<file path="src/design/mbp_pkg.sv">
// ----------------------------------------------------------------------------
// mbp_pkg
// Types and constants shared by the mosaic pixelation frame store modules.
// ----------------------------------------------------------------------------
`timescale 1ns / 1ps

package mbp_pkg;

  // Register indexes on the configuration port (byte address / 4).
  localparam logic [1:0] CFG_FRAME_WIDTH  = 2'd0;
  localparam logic [1:0] CFG_FRAME_HEIGHT = 2'd1;
  localparam logic [1:0] CFG_BLOCK_LEVEL  = 2'd2;

  localparam int CFG_ADDR_W = 4;

  // Reset values of the configuration registers.
  localparam logic [10:0] FRAME_WIDTH_RST  = 11'd640;
  localparam logic [9:0]  FRAME_HEIGHT_RST = 10'd480;
  localparam logic [2:0]  BLOCK_LEVEL_RST  = 3'd0;

  // Block side is 5 << (MAX_LEVEL - level), i.e. 160 >> level.
  localparam logic [2:0] MAX_LEVEL = 3'd5;

  // floor(v / 5) == (v * 205) >> 10 holds exactly for every v below 1024.
  localparam logic [17:0] DIV5_MUL   = 18'd205;
  localparam int          DIV5_SHIFT = 10;

  // Result queue behind the frame store read port.
  localparam int OFIFO_DEPTH = 4;
  localparam int OFIFO_PTR_W = 2;
  localparam int OFIFO_CNT_W = 3;

  typedef enum logic {
    MODE_WRITE = 1'b0,
    MODE_READ  = 1'b1
  } mbp_mode_t;

  // Control that travels with a request down the pipeline.
  typedef struct packed {
    logic vld;
    logic rd;
    logic outside;
  } mbp_ctl_t;

  typedef struct packed {
    logic [31:0] pixel;
    logic        outside;
  } mbp_result_t;

endpackage

</file>
<file path="src/design/mbp_addr_gen.sv">
// ----------------------------------------------------------------------------
// mbp_addr_gen
// Frame check and block anchor address computation over two stages.
// ----------------------------------------------------------------------------
`timescale 1ns / 1ps

module mbp_addr_gen #(
  parameter int MAX_WIDTH  = 1024,
  parameter int MAX_HEIGHT = 512,
  parameter int PIXEL_BITS = 32,
  parameter int X_W        = 10,
  parameter int Y_W        = 9
) (
  input  logic                  clk,
  input  logic                  rst,
  input  logic                  accept,
  input  logic                  mode,
  input  logic [9:0]            pos_x,
  input  logic [8:0]            pos_y,
  input  logic [31:0]           pixel_in,
  input  logic [10:0]           frame_width,
  input  logic [9:0]            frame_height,
  input  logic [2:0]            block_level,
  output mbp_pkg::mbp_ctl_t     ctl,
  output logic                  ram_we,
  output logic [X_W+Y_W-1:0]    ram_addr,
  output logic [PIXEL_BITS-1:0] ram_wdata
);

  import mbp_pkg::*;

  localparam logic [12:0] MAXW = 13'(MAX_WIDTH);
  localparam logic [12:0] MAXH = 13'(MAX_HEIGHT);

  // First stage: frame check and division of the coordinates by the side.
  logic [12:0] w_eff;
  logic [12:0] h_eff;
  logic        in_frame;
  logic [9:0]  hm1;
  logic [9:0]  from_bottom;
  logic [2:0]  lv;
  logic [2:0]  k;
  logic [17:0] qx_prod;
  logic [17:0] qy_prod;

  always_comb begin
    w_eff       = ({2'b0, frame_width} > MAXW) ? MAXW : {2'b0, frame_width};
    h_eff       = ({3'b0, frame_height} > MAXH) ? MAXH : {3'b0, frame_height};
    in_frame    = ({3'b0, pos_x} < w_eff) && ({4'b0, pos_y} < h_eff);
    hm1         = h_eff[9:0] - 10'd1;
    from_bottom = hm1 - {1'b0, pos_y};
    lv          = (block_level > MAX_LEVEL) ? MAX_LEVEL : block_level;
    k           = MAX_LEVEL - lv;
    qx_prod     = 18'(pos_x >> k) * DIV5_MUL;
    qy_prod     = 18'(from_bottom >> k) * DIV5_MUL;
  end

  mbp_ctl_t              s1_ctl;
  logic [2:0]            s1_k;
  logic [7:0]            s1_qx;
  logic [7:0]            s1_qy;
  logic [9:0]            s1_hm1;
  logic [9:0]            s1_x;
  logic [8:0]            s1_y;
  logic [PIXEL_BITS-1:0] s1_pix;

  always_ff @(posedge clk) begin
    if (rst) begin
      s1_ctl <= '0;
    end else begin
      s1_ctl.vld     <= accept;
      s1_ctl.rd      <= (mode == MODE_READ);
      s1_ctl.outside <= !in_frame;
    end
    if (accept) begin
      s1_k   <= k;
      s1_qx  <= qx_prod[DIV5_SHIFT+7:DIV5_SHIFT];
      s1_qy  <= qy_prod[DIV5_SHIFT+7:DIV5_SHIFT];
      s1_hm1 <= hm1;
      s1_x   <= pos_x;
      s1_y   <= pos_y;
      s1_pix <= pixel_in[PIXEL_BITS-1:0];
    end
  end

  // Second stage: scale the block indexes back to pixel coordinates.
  logic [15:0] ax_full;
  logic [15:0] ay_full;
  logic [9:0]  ax;
  logic [9:0]  ay;

  always_comb begin
    ax_full   = (16'(s1_qx) * 16'd5) << s1_k;
    ay_full   = (16'(s1_qy) * 16'd5) << s1_k;
    ax        = ax_full[9:0];
    ay        = s1_hm1 - ay_full[9:0];
    ctl       = s1_ctl;
    ram_we    = s1_ctl.vld && !s1_ctl.rd && !s1_ctl.outside;
    ram_addr  = s1_ctl.rd ? {Y_W'(ay), X_W'(ax)} : {Y_W'(s1_y), X_W'(s1_x)};
    ram_wdata = s1_pix;
  end

endmodule

</file>
<file path="config.mk">
export PLATFORM = sky130hd
export DESIGN_NAME = mbp_addr_gen
export DESIGN_NICKNAME = d
export VERILOG_FILES = /design/src/design/mbp_pkg.sv /design/src/design/mbp_addr_gen.sv
export SDC_FILE = /design/constraint.sdc
export NUM_CORES = 1
export LEC_CHECK = 0
export BUFFER_PORTS_ARGS = -buffer_cell sky130_fd_sc_hd__buf_2
export CAP_MARGIN = 15
export CORE_AREA = 5 5 126 128
export DETAILED_ROUTE_END_ITERATION = 8
export DIE_AREA = 0 0 131 133
export GPL_TIMING_DRIVEN = 0
export PLACE_DENSITY = 0.83
export SKIP_LAST_GASP = 1
export SLEW_MARGIN = 40
export SYNTH_ARGS = -nofsm -noshare
export SYNTH_HDL_FRONTEND = slang
export SYNTH_SLANG_ARGS = --single-unit
</file>
<file path="constraint.sdc">
create_clock -name clk -period 16.6 [get_ports clk]
set_input_delay 3.32 -clock clk [delete_from_list [all_inputs] [get_ports clk]]
set_output_delay 3.32 -clock clk [all_outputs]
set_load 0.05 [all_outputs]
</file>
==> metrics <==
Worst-path clk slew 0.06 ns; Setup Total Neg Slack 0 ns; status finished clean; distinct cell type count after synthesis between 60 and 70; drt total wl 19750 µm; HP Class in -> reg; sequential share of the synthesized area between 20 and 30%; Starting Density 58.35%; CTS resizes 0; syn_nets between 1k and 1.5k; clock sink count 82; GPL Wtd Cong 0.9691; area of the multi-input gates 0.005623 mm²; fin. max-slew vios 0; total gr overflow 0; area grow syn2layout 13.74%; post-DR vias/cell 5.692; CP Launch Type input port; placed cell count 1190; Worst Hold Slack 3.154 ns; Crit. End Element register; Fin. Hold Viols 0; # DRC 0; most common cell after layout, fill and taps aside ha_1; Reg area about 0.0024 mm²; Pwr Total 1.739 mW; layout cells sized above 1 around 17%; asr flop ratio synth 0%; hpwl dp 16730 µm; Worst Path Required 16.68 ns; # rows 45; Worst VDD drop 0.0001091 V; CTS Buf Count 9; Rel. slew slack between 40% and 50%; Filler cells 1176; IO Pins about 130; Clk Tree Root Cell clkbuf_16; Post-synth EDFFs 79; DRT Pass-1 Iters 5; core box area 0.01475 mm²; RSZ-0062 raised after global routing false; syn_area_per_cell 9.906 µm²; non-filler cells, final approximately 1.2k; Worst path max stage delay between 0.5 and 0.6 ns; post-synthesis mux area share 5.974%; Yosys Warn Count 0; CTS tree yes; simple-gate share of the synthesized area 11.25%; Cell Area, Synth 0.008608 mm²; Leak 4.835 nW; final worst path period share between 60% and 70%; Max-Cap Viols 0; post-cts hold buffer count 0; Least-Margin Pin Slew 0.7796 ns; commonest non-fill, non-tap cells in the layout 155 x ha_1, 132 x buf_2, 113 x inv_1, 79 x edfxtp_1, 53 x nand2_1; initial antenna violation count 0; Post-synth top flop edfxtp_1; Max FO, Critical Path 10; final setup vio count 0; Seq cells post-synth a little over 80; first-pass GRT wire length 31770 µm; Longest Clk Path Bufs 2; vias in the first global route 6624; die width 131 µm; Antenna diodes 0; XOR/XNOR Fraction of Synth Area 4.375%; Final Core Density 66.37%; Crit Path Class in -> reg; Vias 6859; Slowest-stage cell, CP or4_1; DRT iter0 DRCs around 340; die area 0.01742 mm²; Post-Syn Instances 869; Compound-Gate Fraction of Synth Area between 10% and 20%; Final nets between 1k and 1.5k; post-synthesis adder-cell area fraction 31.37%; CTS H-tree depth 3; largest family of logic cells by synthesized area adder cells; Period minus WS final between 10 and 15 ns; Total GRT Usage 22.78%; fmax between 90 and 100 MHz; Post-CTS Setup Bufs 0; wire per inst 16.39 µm; port bufs approximately 130; PwrDens 177.6 mW/mm²; largest net degree at the start of global routing 42; Data arrival, critical path approximately 11 ns; DIE HEIGHT 133 µm; Routed Antenna Nets 0
==> path summary, 6_finish.rpt <==
kind	startpoint	depth (start not counted)	end	slack, ns
setup / recovery	frame_height[9]	32	s1_qy[6]	5.85
hold / removal	pixel_in[15]	1	ram_wdata[15]	3.15
==> report_power, final <==
part	internal, mW	total [mW]	switching, mW	leakage, nW
registers	0.291	0.310	0.0190	0.797
clock network	0.0992	0.175	0.0763	0.128
logic	0.527	1.25	0.726	3.91
total	0.917	1.74	0.822	4.84
==> flip-flops by register name (all words and copies together), names as in the netlist <==
register / cells
s1_k: 3
s1_qy: 8
s1_y: 9
ctl: 3
s1_qx: 8
s1_hm1: 9
s1_x: 10
ram_wdata: 32
==> per-stage QoR <==
stage / area, µm² / worst slack (ns)
6_report: 9791 / 5.847
5_1_grt: 9791 / 5.374
4_1_cts: 9791 / 5.857
3_5_place_dp: 9530 / 5.529
3_3_place_gp: 9504 / 5.713
2_1_floorplan: 8608 / 6.936
==> worst max-delay path, delay by kind of cell <==
family	cells	cell delay (ns)
AO/OA/AOI/OAI	12	2.58
XOR/XNOR	1	0.15
adder cells (fa/ha/maj)	7	2.52
buffers and inverters	4	0.68
AND/OR/NAND/NOR	8	1.55
==> synthesized netlist by cell type, types with 13 or more instances <==
cell	instances	share of area (%)
o21ai_0	38	2.2
fa_1	38	8.8
mux2i_1	30	3.5
a21o_1	13	1.1
nor2_1	52	2.3
nand2b_1	31	2.3
clkbuf_1	20	0.87
inv_1	113	4.9
xor2_1	20	2.0
a21oi_1	45	2.6
nand2_1	53	2.3
o21a_1	15	1.3
edfxtp_1	79	28
ha_1	155	23
xnor2_1	23	2.3
==> final cells by class <==
| type | count | area share (%) |
|---|---|---|
| Buffer | 28 | 1.278 |
| Clock buffer | 9 | 2.300 |
| Clock inverter | 6 | 0.3578 |
| Inverter | 114 | 4.371 |
| Multi-Input combinational cell | 645 | 57.43 |
| Sequential cell | 82 | 24.84 |
| Tap cell | 188 | 2.403 |
| Timing Repair Buffer | 133 | 7.016 |
==> layer usage <==
layer | vias to the layer above | wire, µm | GRT usage (%)
met5 | - | 0 | 0
met4 | 0 | 691 | 8.686
met3 | 51 | 1556 | 3.714
met2 | 265 | 9269 | 37.05
met1 | 3197 | 8226 | 30.29
li1 | 3346 | - | -
==> cells by family (layout without fill, tap and decap cells) <==
logic type      count (synthesis)  after routing
simple gates                  198            198
mux                            45             45
fa+ha+maj                     193            193
buf+inv                       142            290
flops                          82             82
compound gates                166            166
xor+xnor                       43             43
(Power assumes the default switching activity.)
