===== src/design/mbp_pkg.sv =====
// ----------------------------------------------------------------------------
// mbp_pkg
// Types and constants shared by the mosaic pixelation frame store modules.
// ----------------------------------------------------------------------------
`timescale 1ns / 1ps

package mbp_pkg;

  // Register indexes on the configuration port (byte address / 4).
  localparam logic [1:0] CFG_FRAME_WIDTH  = 2'd0;
  localparam logic [1:0] CFG_FRAME_HEIGHT = 2'd1;
  localparam logic [1:0] CFG_BLOCK_LEVEL  = 2'd2;

  localparam int CFG_ADDR_W = 4;

  // Reset values of the configuration registers.
  localparam logic [10:0] FRAME_WIDTH_RST  = 11'd640;
  localparam logic [9:0]  FRAME_HEIGHT_RST = 10'd480;
  localparam logic [2:0]  BLOCK_LEVEL_RST  = 3'd0;

  // Block side is 5 << (MAX_LEVEL - level), i.e. 160 >> level.
  localparam logic [2:0] MAX_LEVEL = 3'd5;

  // floor(v / 5) == (v * 205) >> 10 holds exactly for every v below 1024.
  localparam logic [17:0] DIV5_MUL   = 18'd205;
  localparam int          DIV5_SHIFT = 10;

  // Result queue behind the frame store read port.
  localparam int OFIFO_DEPTH = 4;
  localparam int OFIFO_PTR_W = 2;
  localparam int OFIFO_CNT_W = 3;

  typedef enum logic {
    MODE_WRITE = 1'b0,
    MODE_READ  = 1'b1
  } mbp_mode_t;

  // Control that travels with a request down the pipeline.
  typedef struct packed {
    logic vld;
    logic rd;
    logic outside;
  } mbp_ctl_t;

  typedef struct packed {
    logic [31:0] pixel;
    logic        outside;
  } mbp_result_t;

endpackage


===== src/design/mbp_out_fifo.sv =====
// ----------------------------------------------------------------------------
// mbp_out_fifo
// Small result queue that decouples the read pipeline from the output side.
// ----------------------------------------------------------------------------
`timescale 1ns / 1ps

module mbp_out_fifo (
  input  logic                 clk,
  input  logic                 rst,
  input  logic                 push,
  input  mbp_pkg::mbp_result_t push_data,
  input  logic                 pop,
  output logic                 not_empty,
  output mbp_pkg::mbp_result_t head
);

  import mbp_pkg::*;

  mbp_result_t            entries [OFIFO_DEPTH];
  logic [OFIFO_PTR_W-1:0] wr_ptr;
  logic [OFIFO_PTR_W-1:0] rd_ptr;
  logic [OFIFO_CNT_W-1:0] count;

  always_ff @(posedge clk) begin
    if (rst) begin
      wr_ptr <= '0;
      rd_ptr <= '0;
      count  <= '0;
    end else begin
      if (push) begin
        wr_ptr <= wr_ptr + 1'b1;
      end
      if (pop) begin
        rd_ptr <= rd_ptr + 1'b1;
      end
      count <= count + OFIFO_CNT_W'(push) - OFIFO_CNT_W'(pop);
    end
    if (push) begin
      entries[wr_ptr] <= push_data;
    end
  end

  assign not_empty = (count != '0);
  assign head      = entries[rd_ptr];

endmodule


===== config.mk =====
export PLATFORM = sky130hd
export DESIGN_NAME = mbp_out_fifo
export DESIGN_NICKNAME = d
export VERILOG_FILES = /design/src/design/mbp_pkg.sv /design/src/design/mbp_out_fifo.sv
export SDC_FILE = /design/constraint.sdc
export NUM_CORES = 1
export LEC_CHECK = 0
export BUFFER_PORTS_ARGS = -buffer_cell sky130_fd_sc_hd__buf_4
export CAP_MARGIN = 10
export CORE_UTILIZATION = 43
export DETAILED_ROUTE_END_ITERATION = 10
export GPL_ROUTABILITY_DRIVEN = 0
export PLACE_DENSITY = 0.67
export SLEW_MARGIN = 20
export SYNTH_ARGS = -nofsm -noshare
export SYNTH_HDL_FRONTEND = slang
export SYNTH_SLANG_ARGS = --single-unit

===== constraint.sdc =====
create_clock -name clk -period 2 [get_ports clk]
set_input_delay 0.4 -clock clk [delete_from_list [all_inputs] [get_ports clk]]
set_output_delay 0.4 -clock clk [all_outputs]
set_load 0.1 [all_outputs]

==> results of run 1 <==
synthesized netlist by cell type:
library cell / number / area (um2)
sky130_fd_sc_hd__a21bo_2: 1 / 10.01
sky130_fd_sc_hd__a21oi_1: 1 / 5.000
sky130_fd_sc_hd__and2_1: 4 / 25.02
sky130_fd_sc_hd__buf_12: 3 / 60.06
sky130_fd_sc_hd__buf_2: 3 / 15.01
sky130_fd_sc_hd__buf_6: 1 / 11.26
sky130_fd_sc_hd__clkbuf_1: 1 / 3.750
sky130_fd_sc_hd__dfxtp_1: 9 / 180.2
sky130_fd_sc_hd__edfxtp_1: 132 / 3964
sky130_fd_sc_hd__fa_1: 1 / 20.02
sky130_fd_sc_hd__ha_1: 6 / 75.07
sky130_fd_sc_hd__inv_1: 6 / 22.52
sky130_fd_sc_hd__mux2i_1: 1 / 10.01
sky130_fd_sc_hd__mux4_1: 3 / 78.83
sky130_fd_sc_hd__mux4_2: 30 / 675.7
sky130_fd_sc_hd__nand3b_1: 1 / 7.510
sky130_fd_sc_hd__nor2_1: 5 / 18.77
sky130_fd_sc_hd__nor2b_1: 2 / 12.51
sky130_fd_sc_hd__or3_1: 1 / 6.260
sky130_fd_sc_hd__xnor2_1: 2 / 17.52
sky130_fd_sc_hd__xor3_1: 1 / 23.77
state kept, by name, indices dropped and copies added, names as in the netlist, named ones only:
| name | count |
|---|---|
| rd_ptr | 2 |
| entries | 132 |
| wr_ptr | 2 |
| count | 3 |
kinds of logic after synthesis:
logic type	Yosys count
AOI/OAI and AO/OA	2
xor gates and xnor gates	3
adders and majority gates	7
buffers and inverters	14
DFF	141
muxes	34
and+or+nand+nor	13
how the worst max path moves through the flow:
stage	start	endpoint	slack (ns)	depth (start not counted)
final	register	head[22]	-0.18	3
after global routing	register	head[22]	-0.23	3
after CTS	register	head[18]	-0.21	3
after detailed placement	register	head[1]	0.18	3
after global placement	register	head[1]	0.20	3
after floorplan	register	head[0]	0.16	2
what timing repair did:
item                       in CTS  in global routing
buffers inserted                1                  0
cloned                          1                  0
setup endpoints to repair      33                 33
resized for setup              47                  2
power by group:
part / internal [mW] / switching [mW]
combinational: 0.516 / 1.10
sequential: 3.39 / 0.0523
clock: 2.06 / 1.11
worst max-delay path, delay by kind of cell, from the launching register on:
kind	cells	cell delay, ns
muxes	1	0.55
DFF	1	0.44
buffers and inverters	2	0.37
layout make-up:
cell class	count	area, um2	share of cell area, %
tap	143	178.9	2.652
clock inverter	14	175.2	2.596
timing repair buffer	80	812.0	12.04
clock buffer	18	429.2	6.361
inverter	6	22.52	0.3338
multi-input combinational	59	979.7	14.52
sequential	141	4149	61.50
through the flow:
step | total power, mW | cell area, um2 | utilization [%] | setup slack, ns
2_1_floorplan | 4.675 | 5243 | - | 0.1593
3_3_place_gp | 4.993 | 5949 | 51.01 | 0.2003
3_5_place_dp | 5.011 | 5949 | 51.01 | 0.1815
4_1_cts | 8.306 | 6739 | 57.78 | -0.2076
5_1_grt | 8.501 | 6746 | 57.85 | -0.2344
6_report | 8.240 | 6746 | 57.85 | -0.1791
routing by layer:
layer	vias to the layer above	global-route usage [%]	part of all wire, %
li1	1070	-	-
met2	60	26.42	54
met4	0	7.556	1.1
met1	1205	17.90	41
met5	-	0	0
met3	9	5.400	4.3
==> results.txt, run 1 <==
----------------------------------------------------
[Outcome]
  Result of the run ... complete, but fails checks
  Violations in the final reports ... setup timing

[Critical path]
  Stage delay of the slowest cell on the critical path ... between 0.5 and 0.6 ns
  Critical path startpoint category ... register
  Capture instance of the worst register-to-register path ... entries[0][13]$_DFFE_PP_
  Data arrival time of the critical path ... around 1.8 ns
  Startpoint of the worst-slack reg-to-reg timing path ... wr_ptr[0]$_SDFFE_PP0P_
  Worst EP required ... around 1.6 ns
  Worst setup slack for register-to-register paths ... approximately 0.26 ns
  Depth of the most critical reg-to-reg path ... 3
  Critical path class ... reg -> out
  Master of the slowest instance on the critical path ... sky130_fd_sc_hd__mux4_2
  Type of element capturing the critical path ... output pin
  Critical-path maximum fanout ... 9
  Cells along the critical path ... buf_12, mux4_2, buf_8

[Synth]
  Post-Synthesis Net Count ... between 200 and 300
  Seq cells post-synth ... about 140
  Post-synthesis simple-gate area fraction ... 1.337%
  Adder-cell share of the synthesized area ... 1.814%
  Yosys Warn Count ... 0
  Share of the synthesized netlist area taken by xor and xnor gates ... less than 1%
  Distinct cell type count of the synthesized netlist ... 21
  Register area share after synthesis ... around four fifths
  Synth Area in Compound Gates ... 0.2864%
  Synth Cell Area ... between 5000 and 6000 um2
  Mux contribution to synthesized area ... around 15%
  Combinational family with the most area after synthesis ... multiplexers
  Cell count after synthesis ... approximately 210
  Average instance area after synthesis ... ~24 um2

[Timing]
  Worst clock skew ... 0.009310 ns
  Unrepaired setup endpoints after global routing ... yes
  Setup total negative slack ... -4.724 ns
  Fin crit period ... between 2 and 2.5 ns
  Final cycle utilization of the critical path ... 109.0%
  Pins Over Slew Limit ... 0
  Final-report hold violation count ... 0
  Final critical-path setup slack ... -0.1791 ns
  Final Setup Violations ... 33
  Worst max-slew margin expressed relative to the limit ... between 30% and 40%
  Highest achievable clock rate ... about 460 MHz
  Slew at the pin closest to its max-slew limit ... a little over 0.9 ns
  Worst Hold Slack ... between 0.15 and 0.2 ns

[Floorplanning]
  Rows ... 39
  Total Die Area ... about 13000 um2
  Height of the die ... around 110 um
  Die X-Extent ... 112.4 um
  # IOs ... just over 70
  CORE AREA ... 11660 um2
  Initial Util ... 44.95%

[Drt]
  DRC violations left ... 0
  Average wire per standard cell ... around 19 um
  Routed Wire Length ... slightly below 9000 um
  Drt via density ... 5.085
  Final antenna-violating net count ... 0
  Total number of vias ... between 2000 and 2500
  Count of TritonRoute iterations in the first routing pass ... 4
  Number of violations reported at the end of detailed-routing iteration 0 ... 146

[Layout]
  Final Non-Filler Cells ... 461
  Most frequent cells in the layout ... 132 x sky130_fd_sc_hd__edfxtp_1, 42 x sky130_fd_sc_hd__buf_4, 33 x sky130_fd_sc_hd__mux4_2, 27 x sky130_fd_sc_hd__buf_6, 17 x sky130_fd_sc_hd__clkbuf_16
  # fillers ... 841
  Most frequent standard cell in the layout excluding fill and tap cells ... sky130_fd_sc_hd__edfxtp_1
  Area added between synthesis and finish ... 28.69%
  Total Nets Final ... 349
  Share of final-layout standard cells stronger than drive strength 1 ... about 46%
  Number of antenna repair diodes ... 0

[Global routing]
  Vias in the first global route ... roughly 2600
  Number of antenna violations at the first check in global routing ... 0
  Maximum number of pins on one net before global-route repair ... 34
  Global-route wire length before repair ... approximately 14000 um
  Total Routing Usage GR ... around 16%
  Overflow left after global routing ... 0

[Clock tree]
  Maximum count of clock buffers along a single path ... 2
  TritonCTS Sinks ... 141
  Clock latency reported for the late side of the worst-skew pair ... a little over 0.4 ns
  Maximum level of the CTS H-tree ... 4
  CTS tree ... yes
  CTS Hold Buffers Added ... 0
  Clock Pin Slew Worst Setup and Hold Paths ... ~0.06 ns
  Root buffer cell ... sky130_fd_sc_hd__clkbuf_16
  Clock buffer count from CTS ... 17

[Pwr]
  Pwr Density ... between 1000 and 1500 nW/um2
  Static leakage ... 2.342 nW
  Largest vdd supply drop ... approximately 0.61 mV

[Worst hold path]
  Hold Path Class ... in -> reg
  Number of cells on the worst hold path ... 1
  Min-delay src ... push_data[1]
  Destination of the worst hold path ... entries[0][1]$_DFFE_PP_

[Placed design]
  Number of I/O port buffers ... 70
  Half-perimeter wire length after detailed placement ... 5353 um
  Placed cell count ... 427

[Flow run]
  Max-cap violation count ... 0

----------------------------------------------------
(Power assumes the default switching activity.)
==> run 2: changes to the inputs <==
--- a/config.mk
+++ b/config.mk
@@ -5,9 +5,11 @@
 export SDC_FILE = /design/constraint.sdc
 export NUM_CORES = 1
 export LEC_CHECK = 0
+export ABC_AREA = 0
 export BUFFER_PORTS_ARGS = -buffer_cell sky130_fd_sc_hd__buf_4
 export CAP_MARGIN = 10
 export CORE_UTILIZATION = 43
+export CTS_BUF_LIST = sky130_fd_sc_hd__clkbuf_8 sky130_fd_sc_hd__clkbuf_16
 export DETAILED_ROUTE_END_ITERATION = 10
 export GPL_ROUTABILITY_DRIVEN = 0
 export PLACE_DENSITY = 0.67
==> run 2 against run 1 <==
Effect of this change:
- non-clock buffer count stayed put
- clock skew did not move
- global-route usage did not move
- routed wire length about the same
- setup slack hardly changed
- the run still ends with setup timing left
- critical path depth unchanged
- combinational power hardly changed
- sequential power hardly changed
- critical endpoint unchanged
==> results.txt, run 2 (synthesis gave the netlist of run 1 again) <==
----------------------------------------------------
[Outcome]
  Result of the run ... complete, but fails checks
  Violations in the final reports ... setup timing

[Floorplanning]
  Rows ... 39 (unchanged)
  # IOs ... 71 (unchanged)
  Initial Util ... 44.95% (unchanged)
  CORE AREA ... 11660 um2 (unchanged)
  Height of the die ... 112.4 um (unchanged)
  Die X-Extent ... 112.4 um (unchanged)
  Total Die Area ... 12640 um2 (unchanged)

[Timing]
  Highest achievable clock rate ... 458.9 MHz (about the same)
  Final Setup Violations ... 33 (unchanged)
  Pins Over Slew Limit ... 0 (unchanged)
  Fin crit period ... 2.179 ns (-0.00003800 ns)
  Final-report hold violation count ... 0 (unchanged)
  Final cycle utilization of the critical path ... 109.0% (about the same)
  Worst max-slew margin expressed relative to the limit ... 37.82% (about the same)
  Worst Hold Slack ... 0.1806 ns (+0.00005600 ns)
  Final critical-path setup slack ... -0.1790 ns (+0.00003800 ns)
  Worst clock skew ... 0.009310 ns (unchanged)
  Slew at the pin closest to its max-slew limit ... 0.9327 ns (+0.00001091 ns)
  Unrepaired setup endpoints after global routing ... yes

[Global routing]
  Total Routing Usage GR ... 15.64% (unchanged)
  Global-route wire length before repair ... 13900 um (unchanged)
  Vias in the first global route ... 2577 (unchanged)
  Maximum number of pins on one net before global-route repair ... 34 (unchanged)
  Overflow left after global routing ... 0 (unchanged)
  Number of antenna violations at the first check in global routing ... 0 (unchanged)

[Critical path]
  Startpoint of the worst-slack reg-to-reg timing path ... wr_ptr[0]$_SDFFE_PP0P_
  Depth of the most critical reg-to-reg path ... 3 (unchanged)
  Type of element capturing the critical path ... output pin
  Critical-path maximum fanout ... 9 (unchanged)
  Worst EP required ... 1.60 ns (about the same)
  Data arrival time of the critical path ... 1.78 ns (about the same)
  Critical path startpoint category ... register
  Critical path class ... reg -> out

[Drt]
  Drt via density ... 5.089 (about the same)
  Average wire per standard cell ... 19.30 um (about the same)
  Routed Wire Length ... 8897 um (about the same)
  Number of violations reported at the end of detailed-routing iteration 0 ... 146 (unchanged)
  Count of TritonRoute iterations in the first routing pass ... 4 (unchanged)
  DRC violations left ... 0 (unchanged)
  Final antenna-violating net count ... 0 (unchanged)
  Total number of vias ... 2346 (+0.085%)

[Pwr]
  Sum of internal, switching and leakage power ... 8.235 mW (about the same)
  Static leakage ... 2.346 nW (+0.18%)
  Pwr Density ... 1221 nW/um2 (about the same)
  Largest vdd supply drop ... 0.6082 mV (+0.14%)

[Clock tree]
  Clock latency reported for the late side of the worst-skew pair ... 0.41 ns (about the same)
  CTS tree ... yes
  Root buffer cell ... sky130_fd_sc_hd__clkbuf_16
  Maximum count of clock buffers along a single path ... 2 (unchanged)
  Clock buffer count from CTS ... 17 (unchanged)
  TritonCTS Sinks ... 141 (unchanged)
  Maximum level of the CTS H-tree ... 4 (unchanged)
  Clock Pin Slew Worst Setup and Hold Paths ... 0.06 ns (about the same)

[Layout]
  Total Nets Final ... 349 (unchanged)
  Number of antenna repair diodes ... 0 (unchanged)
  Flip-flop count of the largest register after layout ... 132 (unchanged)
  Area added between synthesis and finish ... 28.69% (unchanged)
  Most frequent standard cell in the layout excluding fill and tap cells ... sky130_fd_sc_hd__edfxtp_1
  Most frequent cells in the layout ... 132 x sky130_fd_sc_hd__edfxtp_1, 42 x sky130_fd_sc_hd__buf_4, 33 x sky130_fd_sc_hd__mux4_2, 27 x sky130_fd_sc_hd__buf_6, 17 x sky130_fd_sc_hd__clkbuf_16
  Largest registers ... entries: 132 flops, count: 3 flops
  Post-route core utilization ... 57.85% (unchanged)
  Final standard cell area without fillers ... 6746 um2 (unchanged)
  Final Non-Filler Cells ... 461 (unchanged)
  Largest register by flop count ... entries
  Share of final-layout standard cells stronger than drive strength 1 ... 45.91% (unchanged)

[Flow run]
  Max-cap violation count ... 0 (unchanged)

[Placed design]
  Number of I/O port buffers ... 70 (unchanged)
  Instance area at placement ... 5949 um2 (unchanged)
  Half-perimeter wire length after detailed placement ... 5353 um (unchanged)
  Placed cell count ... 427 (unchanged)

[Worst hold path]
  Min-delay src ... push_data[1]
  Number of cells on the worst hold path ... 1 (unchanged)
  Hold Path Class ... in -> reg

----------------------------------------------------
run 2: changes by cell type in the layout (fill, tap and decap cells not counted):
cell                       delta
sky130_fd_sc_hd__inv_1        +1
sky130_fd_sc_hd__clkbuf_1     -1
run 2: through the flow:
stage | TNS, ns | setup WS, ns
finish | -4.722 | -0.1790
global route | -6.706 | -0.2344
global placement | 0 | 0.2003
CTS | -5.498 | -0.2076
detailed placement | 0 | 0.1815
floorplan | 0 | 0.1593
run 2: power breakdown:
| part | total [mW] | internal (mW) | switching (mW) | leakage, nW |
|---|---|---|---|---|
| clock network | 3.17 | 2.05 | 1.11 | 0.288 |
| logic | 1.62 | 0.516 | 1.10 | 0.771 |
| registers | 3.45 | 3.39 | 0.0523 | 1.29 |
| total | 8.23 | 5.96 | 2.27 | 2.35 |
run 2: layout make-up:
class                      instances  area, um2
tap                              143      178.9
clock buffer                      17      425.4
multi-input combinational         59      979.7
sequential                       141       4149
clock inverter                    15      178.9
timing repair buffer              80      812.0
fill                             841       4916
inverter                           6      22.52
run 2: repair_timing:
| item | in CTS | in global routing |
|---|---|---|
| endpoints found under the setup margin | 33 | 33 |
| buffers inserted | 1 | 0 |
| resized for setup | 47 | 2 |
| hold buffers | 0 | 0 |
| gates cloned | 1 | 0 |
run 2: final timing paths:
path                                                  to  slack (ns)
worst max-delay path                            head[22]       -0.18
worst min-delay path             entries[0][1]$_DFFE_PP_        0.18
worst max register to register  entries[0][13]$_DFFE_PP_        0.26
worst min register to register                  register        0.53
run 2: worst max-delay path, stage by stage (launching register included):
cell	delay (ns)
sky130_fd_sc_hd__dfxtp_4	0.44
sky130_fd_sc_hd__buf_12	0.17
sky130_fd_sc_hd__mux4_2	0.55
sky130_fd_sc_hd__buf_8	0.20
run 2: metal layers:
layer / global-route usage (%) / routed length, um / vias to the layer above
li1: - / - / 1070
met2: 26.42 / 4769 / 60
met4: 7.556 / 94 / 0
met3: 5.400 / 380 / 9
met5: 0 / 0 / -
met1: 17.90 / 3652 / 1207
